## config.mk

```make
export PLATFORM = sky130hd
export DESIGN_NAME = sd_spi_mode_host_sequencer_flat
export DESIGN_NICKNAME = d
export VERILOG_FILES = /design/src/rtl/sdspi_pkg.sv /design/src/rtl/sdspi_if.sv /design/src/rtl/sdspi_core.sv /design/src/rtl/sd_spi_mode_host_sequencer.sv /design/src/flat_wrapper.sv
export SDC_FILE = /design/constraint.sdc
export NUM_CORES = 1
export LEC_CHECK = 0
export ABC_AREA = 1
export BUFFER_PORTS_ARGS = -buffer_cell sky130_fd_sc_hd__buf_2
export CAP_MARGIN = 20
export CORE_ASPECT_RATIO = 1.1
export CORE_MARGIN = 5
export CORE_UTILIZATION = 45
export DETAILED_ROUTE_END_ITERATION = 7
export REMOVE_ABC_BUFFERS = 1
export SLEW_MARGIN = 20
export SYNTH_ARGS = -nofsm -noshare
export SYNTH_HDL_FRONTEND = slang
export SYNTH_SLANG_ARGS = --single-unit
```

## constraint.sdc

```tcl
create_clock -name clk -period 3.7 [get_ports clk]
set_input_delay 0.185 -clock clk [delete_from_list [all_inputs] [get_ports clk]]
set_output_delay 0.185 -clock clk [all_outputs]
set_load 0.02 [all_outputs]
```

## src/rtl/sdspi_pkg.sv

```systemverilog
// Shared types and constants for the SD card SPI-mode host sequencer.
package sdspi_pkg;

	// Request codes carried in req_type.
	localparam logic [2:0] REQ_INIT  = 3'd0;
	localparam logic [2:0] REQ_READ  = 3'd1;
	localparam logic [2:0] REQ_WRITE = 3'd2;
	localparam logic [2:0] REQ_SYNC  = 3'd3;
	localparam logic [2:0] REQ_CARD  = 3'd4;
	localparam logic [2:0] REQ_WBYTE = 3'd5;
	localparam logic [2:0] REQ_TICK  = 3'd6;

	// Completion status codes.
	localparam logic [1:0] ST_OK       = 2'd0;
	localparam logic [1:0] ST_ERROR    = 2'd1;
	localparam logic [1:0] ST_PARAM    = 2'd2;
	localparam logic [1:0] ST_NOTREADY = 2'd3;

	// Configuration register indexes.
	localparam logic CFG_INIT_TIMEOUT = 1'b0;
	localparam logic CFG_POLL_LIMIT   = 1'b1;

	localparam int unsigned BLOCK_BYTES = 512;

	typedef struct packed {
		logic [2:0]  req_type;
		logic [7:0]  drive_number;
		logic [31:0] block_address;
		logic [7:0]  block_count;
		logic [7:0]  card_byte;
		logic [7:0]  write_byte;
	} req_t;

	typedef struct packed {
		logic       tx_valid;
		logic [7:0] tx_byte;
		logic       cs_active;
		logic       data_request;
		logic       read_valid;
		logic [7:0] read_byte;
		logic       done_res;
		logic [1:0] status;
		logic       initialized;
		logic [1:0] card_type;
	} rsp_t;

	typedef struct packed {
		logic [15:0] init_timeout_ms;
		logic [7:0]  response_poll_limit;
	} cfg_t;

endpackage

```

## src/rtl/sdspi_if.sv

```systemverilog
// Valid/ready channel interfaces for requests, results and configuration.
interface sdspi_req_if;
	import sdspi_pkg::*;
	logic valid;
	logic ready;
	req_t data;
	modport source (output valid, output data, input ready);
	modport sink (input valid, input data, output ready);
endinterface

interface sdspi_rsp_if;
	import sdspi_pkg::*;
	logic valid;
	logic ready;
	rsp_t data;
	modport source (output valid, output data, input ready);
	modport sink (input valid, input data, output ready);
endinterface

interface sdspi_cfg_if;
	logic        valid;
	logic        ready;
	logic [7:0]  index;
	logic [31:0] wdata;
	modport source (output valid, output index, output wdata, input ready);
	modport sink (input valid, input index, input wdata, output ready);
endinterface

```

## src/rtl/sdspi_core.sv

```systemverilog
// Sequencer state and next-state logic: state updates once per stepped transaction.
module sdspi_core #(
	parameter int unsigned DUMMY_BYTES = 10
) (
	input  logic              clk,
	input  logic              arst_n,
	input  logic              step,
	input  sdspi_pkg::req_t   req,
	input  sdspi_pkg::cfg_t   cfg,
	output sdspi_pkg::rsp_t   rsp
);
	import sdspi_pkg::*;

	localparam logic [4:0] PH_IDLE = 5'd0, PH_WAIT_POWER = 5'd1, PH_DUMMY = 5'd2,
		PH_WAIT_SETTLE = 5'd3, PH_WAIT_SELECT = 5'd4, PH_PRE_CMD0 = 5'd5,
		PH_FRAME = 5'd6, PH_POLL = 5'd7, PH_GAP = 5'd8, PH_TRAIL = 5'd9,
		PH_RD_TOKEN = 5'd10, PH_RD_DATA = 5'd11, PH_RD_CRC = 5'd12,
		PH_WR_TOKEN = 5'd13, PH_WR_NEED = 5'd14, PH_WR_DATA = 5'd15,
		PH_WR_CRC = 5'd16, PH_WR_RESP = 5'd17, PH_WR_BUSY = 5'd18, PH_SYNC = 5'd19;

	localparam logic [5:0] CMD0 = 6'd0, CMD8 = 6'd8, CMD17 = 6'd17, CMD24 = 6'd24,
		CMD41 = 6'd41, CMD55 = 6'd55, CMD58 = 6'd58;

	localparam logic [9:0] DUMMY_N = 10'(DUMMY_BYTES);
	localparam logic [9:0] BLOCK_N = 10'(BLOCK_BYTES);

	logic [4:0]  phase_q, phase_d;
	logic [9:0]  bc_q, bc_d;
	logic [7:0]  poll_q, poll_d;
	logic [15:0] tick_q, tick_d;
	logic [7:0]  resp_q, resp_d;
	logic [7:0]  ocr_q [4];
	logic        ocr_we;
	logic [31:0] arg_q, arg_d;
	logic        app_q, app_d;
	logic [1:0]  type_q, type_d;
	logic        rdy_q, rdy_d;
	logic [5:0]  cmd_q, cmd_d;
	logic        cs_q, cs_d;
	rsp_t        o;

	// Byte of the command frame at position k.
	function automatic logic [7:0] frame_byte(input logic [9:0] k, input logic [5:0] c,
		input logic [31:0] a);
		case (k)
			10'd0: frame_byte = 8'hFF;
			10'd1: frame_byte = {2'b01, c};
			10'd2: frame_byte = a[31:24];
			10'd3: frame_byte = a[23:16];
			10'd4: frame_byte = a[15:8];
			10'd5: frame_byte = a[7:0];
			default: frame_byte = (c == CMD0) ? 8'h95 : (c == CMD8) ? 8'h87 : 8'h01;
		endcase
	endfunction

	always_comb begin
		phase_d = phase_q; bc_d = bc_q; poll_d = poll_q; tick_d = tick_q;
		resp_d = resp_q; arg_d = arg_q; app_d = app_q; type_d = type_q;
		rdy_d = rdy_q; cmd_d = cmd_q; cs_d = cs_q; ocr_we = 1'b0;
		o = '0;
		case (req.req_type)
			REQ_INIT, REQ_READ, REQ_WRITE, REQ_SYNC: begin
				if (phase_q == PH_IDLE) begin
					if (req.req_type == REQ_INIT) begin
						if (req.drive_number != 8'd0) begin
							o.done_res = 1'b1; o.status = ST_NOTREADY; cs_d = 1'b0;
						end else begin
							rdy_d = 1'b0; type_d = 2'd0; cs_d = 1'b0; tick_d = '0;
							phase_d = PH_WAIT_POWER;
						end
					end else if (req.drive_number != 8'd0 ||
						(req.req_type != REQ_SYNC && req.block_count == 8'd0)) begin
						o.done_res = 1'b1; o.status = ST_PARAM; cs_d = 1'b0;
					end else if (!rdy_q) begin
						o.done_res = 1'b1; o.status = ST_NOTREADY; cs_d = 1'b0;
					end else if (req.req_type == REQ_SYNC) begin
						cs_d = 1'b1; phase_d = PH_SYNC; o.tx_valid = 1'b1; o.tx_byte = 8'hFF;
					end else if (req.block_count > 8'd1) begin
						o.done_res = 1'b1; o.status = ST_ERROR; cs_d = 1'b0;
					end else begin
						cmd_d = (req.req_type == REQ_READ) ? CMD17 : CMD24;
						arg_d = (type_q != 2'd3) ? {req.block_address[22:0], 9'd0}
							: req.block_address;
						cs_d = 1'b1; bc_d = '0; phase_d = PH_FRAME;
						o.tx_valid = 1'b1; o.tx_byte = 8'hFF;
					end
				end
			end
			REQ_CARD: begin
				case (phase_q)
					PH_DUMMY: begin
						bc_d = bc_q + 10'd1;
						if (bc_d < DUMMY_N) begin
							o.tx_valid = 1'b1; o.tx_byte = 8'hFF;
						end else begin
							tick_d = '0; phase_d = PH_WAIT_SETTLE;
						end
					end
					PH_PRE_CMD0: begin
						cmd_d = CMD0; arg_d = '0; cs_d = 1'b1; bc_d = '0; phase_d = PH_FRAME;
						o.tx_valid = 1'b1; o.tx_byte = 8'hFF;
					end
					PH_FRAME: begin
						bc_d = bc_q + 10'd1;
						o.tx_valid = 1'b1;
						if (bc_d < 10'd7) o.tx_byte = frame_byte(bc_d, cmd_q, arg_q);
						else begin
							poll_d = cfg.response_poll_limit; phase_d = PH_POLL;
							o.tx_byte = 8'hFF;
						end
					end
					PH_POLL: begin
						resp_d = req.card_byte;
						poll_d = poll_q - 8'd1;
						o.tx_valid = 1'b1; o.tx_byte = 8'hFF;
						if (!(req.card_byte[7] && poll_d != 8'd0)) begin
							// Command response received or polling exhausted.
							case (cmd_q)
								CMD55: begin
									app_d = 1'b0;
									if (req.card_byte > 8'd1) begin
										cmd_d = CMD41; cs_d = 1'b0; phase_d = PH_GAP;
									end else begin
										cmd_d = CMD41; arg_d = 32'h4000_0000; cs_d = 1'b1;
										bc_d = '0; phase_d = PH_FRAME;
									end
								end
								CMD8, CMD58: begin
									bc_d = '0; phase_d = PH_TRAIL;
								end
								CMD17: begin
									if (req.card_byte == 8'd0) phase_d = PH_RD_TOKEN;
									else begin
										o = '0; o.done_res = 1'b1; o.status = ST_ERROR;
										phase_d = PH_IDLE; cs_d = 1'b0;
									end
								end
								CMD24: begin
									if (req.card_byte == 8'd0) begin
										bc_d = '0; phase_d = PH_WR_TOKEN;
									end else begin
										o = '0; o.done_res = 1'b1; o.status = ST_ERROR;
										phase_d = PH_IDLE; cs_d = 1'b0;
									end
								end
								default: begin
									cs_d = 1'b0; phase_d = PH_GAP;
								end
							endcase
						end
					end
					PH_TRAIL: begin
						ocr_we = 1'b1;
						bc_d = bc_q + 10'd1;
						o.tx_valid = 1'b1; o.tx_byte = 8'hFF;
						if (bc_d >= 10'd4) begin
							cs_d = 1'b0; phase_d = PH_GAP;
						end
					end
					PH_GAP: begin
						if (cmd_q == CMD0) begin
							if (resp_q != 8'h01) begin
								o.done_res = 1'b1; o.status = ST_NOTREADY;
								phase_d = PH_IDLE; cs_d = 1'b0;
							end else begin
								cmd_d = CMD8; arg_d = 32'h0000_01AA; cs_d = 1'b1; bc_d = '0;
								phase_d = PH_FRAME; o.tx_valid = 1'b1; o.tx_byte = 8'hFF;
							end
						end else if (cmd_q == CMD8) begin
							if (resp_q == 8'h01 && ocr_q[2] == 8'h01 && ocr_q[3] == 8'hAA) begin
								tick_d = '0; app_d = 1'b1; cmd_d = CMD55; arg_d = '0;
								cs_d = 1'b1; bc_d = '0; phase_d = PH_FRAME;
								o.tx_valid = 1'b1; o.tx_byte = 8'hFF;
							end else begin
								o.done_res = 1'b1; o.status = ST_NOTREADY;
								phase_d = PH_IDLE; cs_d = 1'b0;
							end
						end else if (cmd_q == CMD41) begin
							if (tick_q > cfg.init_timeout_ms) begin
								o.done_res = 1'b1; o.status = ST_NOTREADY;
								phase_d = PH_IDLE; cs_d = 1'b0;
							end else begin
								if (resp_q != 8'd0) begin
									app_d = 1'b1; cmd_d = CMD55;
									arg_d = '0;
								end else begin
									cmd_d = CMD58; arg_d = '0;
								end
								cs_d = 1'b1; bc_d = '0; phase_d = PH_FRAME;
								o.tx_valid = 1'b1; o.tx_byte = 8'hFF;
							end
						end else begin
							o.done_res = 1'b1; phase_d = PH_IDLE; cs_d = 1'b0;
							if (resp_q != 8'd0) o.status = ST_NOTREADY;
							else begin
								type_d = ocr_q[0][6] ? 2'd3 : 2'd2;
								rdy_d = 1'b1; o.status = ST_OK;
							end
						end
					end
					PH_RD_TOKEN: begin
						if (req.card_byte == 8'hFE) begin
							bc_d = '0; phase_d = PH_RD_DATA;
						end
						o.tx_valid = 1'b1; o.tx_byte = 8'hFF;
					end
					PH_RD_DATA: begin
						o.read_valid = 1'b1; o.read_byte = req.card_byte;
						bc_d = bc_q + 10'd1;
						if (bc_q == BLOCK_N - 10'd1) begin
							bc_d = '0; phase_d = PH_RD_CRC;
						end
						o.tx_valid = 1'b1; o.tx_byte = 8'hFF;
					end
					PH_RD_CRC: begin
						bc_d = bc_q + 10'd1;
						if (bc_d < 10'd2) begin
							o.tx_valid = 1'b1; o.tx_byte = 8'hFF;
						end else begin
							o.done_res = 1'b1; o.status = ST_OK; phase_d = PH_IDLE; cs_d = 1'b0;
						end
					end
					PH_WR_TOKEN: begin
						bc_d = bc_q + 10'd1;
						if (bc_d == 10'd1) begin
							o.tx_valid = 1'b1; o.tx_byte = 8'hFE;
						end else begin
							bc_d = '0; phase_d = PH_WR_NEED; o.data_request = 1'b1;
						end
					end
					PH_WR_DATA: begin
						bc_d = bc_q + 10'd1;
						if (bc_q != BLOCK_N - 10'd1) begin
							phase_d = PH_WR_NEED; o.data_request = 1'b1;
						end else begin
							bc_d = '0; phase_d = PH_WR_CRC; o.tx_valid = 1'b1; o.tx_byte = 8'hFF;
						end
					end
					PH_WR_CRC: begin
						bc_d = bc_q + 10'd1;
						if (bc_d >= 10'd2) phase_d = PH_WR_RESP;
						o.tx_valid = 1'b1; o.tx_byte = 8'hFF;
					end
					PH_WR_RESP: begin
						if (req.card_byte[4:0] == 5'h05) begin
							phase_d = PH_WR_BUSY; o.tx_valid = 1'b1; o.tx_byte = 8'hFF;
						end else begin
							o.done_res = 1'b1; o.status = ST_ERROR; phase_d = PH_IDLE; cs_d = 1'b0;
						end
					end
					PH_WR_BUSY: begin
						if (req.card_byte == 8'd0) begin
							o.tx_valid = 1'b1; o.tx_byte = 8'hFF;
						end else begin
							o.done_res = 1'b1; o.status = ST_OK; phase_d = PH_IDLE; cs_d = 1'b0;
						end
					end
					PH_SYNC: begin
						o.done_res = 1'b1; phase_d = PH_IDLE; cs_d = 1'b0;
						o.status = (req.card_byte == 8'hFF) ? ST_OK : ST_ERROR;
					end
					default: ;
				endcase
			end
			REQ_WBYTE: begin
				if (phase_q == PH_WR_NEED) begin
					phase_d = PH_WR_DATA; o.tx_valid = 1'b1; o.tx_byte = req.write_byte;
				end
			end
			REQ_TICK: begin
				if (phase_q != PH_IDLE) begin
					if (tick_q != 16'hFFFF) tick_d = tick_q + 16'd1;
					if (phase_q == PH_WAIT_POWER && tick_d >= 16'd10) begin
						bc_d = '0; phase_d = PH_DUMMY; o.tx_valid = 1'b1; o.tx_byte = 8'hFF;
					end else if (phase_q == PH_WAIT_SETTLE && tick_d >= 16'd10) begin
						tick_d = '0; cs_d = 1'b1; phase_d = PH_WAIT_SELECT;
					end else if (phase_q == PH_WAIT_SELECT && tick_d >= 16'd1) begin
						cs_d = 1'b0; phase_d = PH_PRE_CMD0; o.tx_valid = 1'b1; o.tx_byte = 8'hFF;
					end
				end
			end
			default: ;
		endcase
		o.cs_active = cs_d;
		o.initialized = rdy_d;
		o.card_type = type_d;
	end

	assign rsp = o;

	// Control state registers.
	always_ff @(posedge clk or negedge arst_n) begin
		if (!arst_n) begin
			phase_q <= PH_IDLE; bc_q <= '0; poll_q <= '0; tick_q <= '0; resp_q <= '0;
			arg_q <= '0; app_q <= 1'b0; type_q <= '0; rdy_q <= 1'b0; cmd_q <= CMD0;
			cs_q <= 1'b0;
		end else if (step) begin
			phase_q <= phase_d; bc_q <= bc_d; poll_q <= poll_d; tick_q <= tick_d;
			resp_q <= resp_d; arg_q <= arg_d; app_q <= app_d; type_q <= type_d;
			rdy_q <= rdy_d; cmd_q <= cmd_d; cs_q <= cs_d;
		end
	end

	// OCR and CMD8 trailing bytes.
	always_ff @(posedge clk) begin
		if (step && ocr_we) ocr_q[bc_q[1:0]] <= req.card_byte;
	end

endmodule

```

## src/rtl/sd_spi_mode_host_sequencer.sv

```systemverilog
// Top level of the SD card SPI-mode host sequencer.
//
// Channels: "in" carries one transaction per request, card byte, write byte
// or millisecond tick; "out" returns exactly one result transaction for each
// input transaction, in order; "cfg" writes the timeout (index 0) and the
// response poll limit (index 1), and is always ready.
// Each input transaction is registered, evaluated combinationally by the
// sequencer and its result placed in an output register, from which it is
// offered; one transaction can be accepted every cycle while the output
// register drains.
// The input register accepts whenever it is empty or its contents move on in
// the same cycle; a stalled receiver holds the result and then the input
// register, and "in" ready falls until the result is taken.
// Reset clears the phase, counters, chip select and the ready flag, and
// loads the timeout with 1000 ticks and the poll limit with 10 reads.
module sd_spi_mode_host_sequencer #(
	parameter int unsigned DUMMY_BYTES = 10
) (
	input logic clk,
	input logic arst_n,
	sdspi_req_if.sink   in,
	sdspi_rsp_if.source out,
	sdspi_cfg_if.sink   cfg
);
	import sdspi_pkg::*;

	req_t req_s1;
	logic v_s1;
	rsp_t rsp_s2, rsp_c;
	logic v_s2;
	cfg_t cfg_q;
	logic adv;

	assign adv = v_s1 && (!v_s2 || out.ready);
	assign in.ready = !v_s1 || adv;
	assign cfg.ready = 1'b1;

	// Input register.
	always_ff @(posedge clk or negedge arst_n) begin
		if (!arst_n) v_s1 <= 1'b0;
		else if (in.ready) v_s1 <= in.valid;
	end
	always_ff @(posedge clk) begin
		if (in.valid && in.ready) req_s1 <= in.data;
	end

	sdspi_core #(.DUMMY_BYTES(DUMMY_BYTES)) u_core (
		.clk(clk), .arst_n(arst_n), .step(adv), .req(req_s1), .cfg(cfg_q), .rsp(rsp_c)
	);

	// Result register.
	always_ff @(posedge clk or negedge arst_n) begin
		if (!arst_n) v_s2 <= 1'b0;
		else if (adv) v_s2 <= 1'b1;
		else if (out.ready) v_s2 <= 1'b0;
	end
	always_ff @(posedge clk) begin
		if (adv) rsp_s2 <= rsp_c;
	end
	assign out.valid = v_s2;
	assign out.data = rsp_s2;

	// Configuration registers.
	always_ff @(posedge clk or negedge arst_n) begin
		if (!arst_n) begin
			cfg_q.init_timeout_ms <= 16'd1000;
			cfg_q.response_poll_limit <= 8'd10;
		end else if (cfg.valid && cfg.index == {7'd0, CFG_INIT_TIMEOUT}) begin
			cfg_q.init_timeout_ms <= cfg.wdata[15:0];
		end else if (cfg.valid && cfg.index == {7'd0, CFG_POLL_LIMIT}) begin
			cfg_q.response_poll_limit <= cfg.wdata[7:0];
		end
	end

	// A completed transaction never carries both read data and a write request.
	a_rd_wr: assert property (@(posedge clk) disable iff (!arst_n)
		v_s2 |-> !(rsp_s2.read_valid && rsp_s2.data_request)) else $error("rd and wr");
	// A held result stays while the receiver stalls.
	a_hold: assert property (@(posedge clk) disable iff (!arst_n)
		(v_s2 && !out.ready) |=> (v_s2 && $stable(rsp_s2))) else $error("result lost");
	// A core step always leaves a valid result in the result register.
	a_step: assert property (@(posedge clk) disable iff (!arst_n)
		adv |=> v_s2) else $error("result missing");

endmodule
```

## src/flat_wrapper.sv

```systemverilog
// flat-port wrapper written by rule: the top's interface ports become plain ports
module sd_spi_mode_host_sequencer_flat import sdspi_pkg::*;
#(
	parameter int unsigned DUMMY_BYTES = 10
)
  (clk, arst_n, in_valid, in_data, in_ready, out_valid, out_data, out_ready, cfg_valid, cfg_index, cfg_wdata, cfg_ready);
  sdspi_req_if in_i ();
  sdspi_rsp_if out_i ();
  sdspi_cfg_if cfg_i ();
  input logic clk;
  input logic arst_n;
  input wire logic [$bits(in_i.valid)-1:0] in_valid;
  input wire logic [$bits(in_i.data)-1:0] in_data;
  output wire logic [$bits(in_i.ready)-1:0] in_ready;
  output wire logic [$bits(out_i.valid)-1:0] out_valid;
  output wire logic [$bits(out_i.data)-1:0] out_data;
  input wire logic [$bits(out_i.ready)-1:0] out_ready;
  input wire logic [$bits(cfg_i.valid)-1:0] cfg_valid;
  input wire logic [$bits(cfg_i.index)-1:0] cfg_index;
  input wire logic [$bits(cfg_i.wdata)-1:0] cfg_wdata;
  output wire logic [$bits(cfg_i.ready)-1:0] cfg_ready;
  assign in_i.valid = in_valid;
  assign in_i.data = in_data;
  assign in_ready = in_i.ready;
  assign out_valid = out_i.valid;
  assign out_data = out_i.data;
  assign out_i.ready = out_ready;
  assign cfg_i.valid = cfg_valid;
  assign cfg_i.index = cfg_index;
  assign cfg_i.wdata = cfg_wdata;
  assign cfg_ready = cfg_i.ready;
  sd_spi_mode_host_sequencer #(.DUMMY_BYTES(DUMMY_BYTES)) u_core (.clk(clk), .arst_n(arst_n), .in(in_i), .out(out_i), .cfg(cfg_i));
endmodule
```

==> impl_metrics.json <==
{
  "cp.arrival_ps": 3480,
  "cts_inserted_buffers": 26,
  "global_route_wire_length_before_repair_mm": 56.10,
  "yosys.area.top_type_share_pct": 25.82,
  "grt_antenna_before_repair": 0,
  "ctsLongestPathBuffers": 3,
  "critPathMaxFanout": 17,
  "drt-wirelength-per-cell_um": 15.98,
  "cell_internal_power_mw": 5.300,
  "power_density_nw_per_um2": 519.3,
  "drt_pre_antenna_iters": 6,
  "die_w_um": 170.8,
  "syn_avg_cell_area_um2": 8.155,
  "syn2layout_area_growth_pct": 20.66,
  "cts.reportedPaths.clkPinSlew_ps": 60,
  "grt_pass1_vias": 10945,
  "mostFrequentLayoutCell": "nand2_1",
  "cts_hold_repair.buffers": 86,
  "final_max_slew_viol_count": 0,
  "num_vias": 11198,
  "final.min_clock_period_ps": 3025,
  "layout-drive-gt1-share_pct": 16.39,
  "n_antenna_cell": 0,
  "globalplace.congestion": 0.9738,
  "layout.cell_area.non_filler_um2": 15440,
  "netSwitchingFraction_pct": 33.90,
  "rows": 64,
  "initial_utilization_pct": 45.78,
  "gr-usage-all-layers_pct": 21.55,
  "clkSinkCount": 225,
  "place.detailed.instances": 2029,
  "crit_type": "reg2reg",
  "post-dp-hpwl_mm": 25.18,
  "min_path_type": "in2async",
  "grt_start_max_net_pins": 65,
  "ff2ff_setup_slack_ps": 680,
  "route.antenna.remaining_nets": 0,
  "worstSetupEndpointType": "flip-flop",
  "clockPowerShare_pct": 31.9,
  "die_height_um": 186.9,
  "maxClockFrequency_mhz": 330.6,
  "unrepaired_setup_endpoints_after_global_routing": "no",
  "wirelength_mm": 34.57,
  "timing.final.hold_violations": 0,
  "drtIter0Drc": 953,
  "relSlewSlack_pct": 42.37,
  "final_cell_count_no_fill": 2163,
  "top_level_ports": 141,
  "worstSetupStartpointType": "flip-flop",
  "cts_root_buffer": "clkbuf_16",
  "final_cell_mix": "nand2_1, nor2_1, inv_1, buf_2, nand3_1",
  "postSynthRegisterBits": 225,
  "worstSkewPairLatency_ps": 550,
  "cap_violations": 0,
  "seq_area_frac_synth_pct": 48.39,
  "filler_cell_count_in_the_final_layout": 2577,
  "netlist-cell-type-count": 56,
  "power.static_leakage_nw": 7.002,
  "synthesis.yosys.warnings": 0,
  "timing.setup.tns_ps": 0,
  "post_synth_main_area_contributors": "edfxtp_1, dfrtp_1, nand2_1",
  "placement.io_buffers": 123,
  "share_seq_of_total_power_pct": 42.3,
  "drc": 0,
  "clock_tree.htree_level_count": 1,
  "finalCritPeriodShare_pct": 81.75,
  "outcome": "completed",
  "worst_setup_skew_after_layout_ps": 23.56,
  "largest_vdd_supply_drop_v": 0.0003871,
  "cts_setup_buffers": 0,
  "crit_required_ps": 4150,
  "synth_top_area_cell": "edfxtp_1",
  "post_cts_resized": 0,
  "timing.final.setup_violations": 0,
  "final_net_count": 1915,
  "gr_overflow_total": 0,
  "core_region_area_um2": 27950,
  "vias_per_cell": 5.177,
  "syn_inst": 1569,
  "syn_area_um2": 12790,
  "p_switching_mw": 2.718,
  "cts_tree": "yes",
  "placedInstanceArea_um2": 13730,
  "design.die.area_um2": 31910,
  "worst-slew-pin-transition_ps": 862.3,
  "fraction_of_power_consumed_by_combinational_cells_pct": 25.8
}
-- layout make-up --
type                       count  area (µm²)  share of cell area [%]
timing repair buffer         218        1572                   10.18
inverter                     187       701.9                   4.547
clock inverter                16       175.2                   1.135
tap                          363       454.2                   2.942
sequential                   225        6191                   40.10
multi-input combinational   1122        5672                   36.74
clock buffer                  32       673.1                   4.360
-- cells by family (layout without fill, tap and decap cells) --
logic type | after synthesis | after routing | synth area share [%]
mux | 8 | 8 | 0.7041
xor+xnor | 3 | 3 | 0.2054
fa+ha+maj | 23 | 23 | 2.249
other cells | 1 | 1 | 0.02931
simple gates | 866 | 866 | 30.41
flops | 225 | 225 | 48.39
compound gates | 221 | 221 | 10.73
buf+inv | 222 | 453 | 7.285
-- worst paths after layout --
check                                   startpoint                  endpoint  depth (start not counted)
setup / recovery           u_core.u_core.tick_q[0]   u_core.u_core.tick_q[3]                         15
hold / removal                              arst_n          u_core.cfg_q[23]                          2
setup reg to reg           u_core.u_core.tick_q[0]   u_core.u_core.tick_q[3]                         15
hold reg to reg                   u_core.cfg_q[15]          u_core.cfg_q[15]                          2
max in group asynchronous                   arst_n  u_core.u_core.phase_q[4]                          3
min in group clk                      cfg_index[2]           u_core.cfg_q[1]                          4
-- state kept, by name (all words and copies together), names as in the netlist --
signal and count:
u_core.req_s1 67, u_core.u_core.cs_q 1, u_core.u_core.rdy_q 1, u_core.cfg_q 24
u_core.out.data 26, u_core.u_core.ocr_q 17, u_core.u_core.tick_q 16, u_core.u_core.phase_q 5
u_core.u_core.cmd_q 6, u_core.u_core.resp_q 8, u_core.out.valid 1, u_core.u_core.type_q 2
u_core.u_core.arg_q 32, u_core.v_s1 1, u_core.u_core.bc_q 10, u_core.u_core.poll_q 8
-- worst max-delay path: stages, from the launching register on --
cell,delay (ps)
dfrtp_1,460
ha_1,270
nand2_1,70
nor2_1,40
nand2_1,180
nor2_4,100
inv_2,240
nand3_1,160
nor2_1,140
nand2_1,70
inv_1,70
nand3_2,140
nand2_1,100
nand2_1,450
buf_4,350
o22ai_2,110
-- synth_stat cells, drive strengths merged --
cell,n
conb,1
and3b,1
a21o,1
o21bai,2
xor2,3
o22ai,12
o21ai,91
and2,3
nand3,122
clkbuf,15
or2,3
o21a,4
edfxtp,110
clkinv,1
a21boi,1
nand4,44
dfstp,8
o2111ai,3
nor3b,1
and3,1
a21oi,70
mux2,8
o31ai,9
dfrtp,107
buf,20
o211ai,22
nor3,21
a211oi,3
a31oi,3
ha,23
nand2,410
nor4,4
inv,186
nor2,250
nand3b,6
-- per-layer routing --
metal | track usage [%] | up-vias | routed length, µm
li1 | - | 5632 | -
met1 | 28.88 | 5204 | 14980
met2 | 36.34 | 287 | 16610
met3 | 2.515 | 75 | 1766
met4 | 7.189 | 0 | 1214
met5 | 0 | - | 0
-- through the flow --
| stage | setup slack, ps | power [mW] | hold WS [ps] | util (%) |
|---|---|---|---|---|
| 6_report | 675.3 | 8.018 | 262.8 | 55.24 |
| 5_1_grt | 352.2 | 8.526 | 332.6 | 55.24 |
| 4_1_cts | 648.8 | 8.082 | 262.8 | 55.24 |
| 3_5_place_dp | 668.1 | 5.423 | 311.9 | 49.13 |
| 3_3_place_gp | 714.3 | 5.387 | 306.6 | 49.13 |
| 2_1_floorplan | 514.5 | 4.770 | -110.6 | - |
-- power groups by stage --
stage	sequential, mW	combinational [mW]	clock [mW]
after floorplan	3.40	1.37	0
after detailed placement	3.44	1.99	0
final	3.39	2.07	2.56
after global routing	3.45	2.34	2.74
after global placement	3.44	1.95	0
after CTS	3.39	2.07	2.62
(Power assumes the default switching activity.)
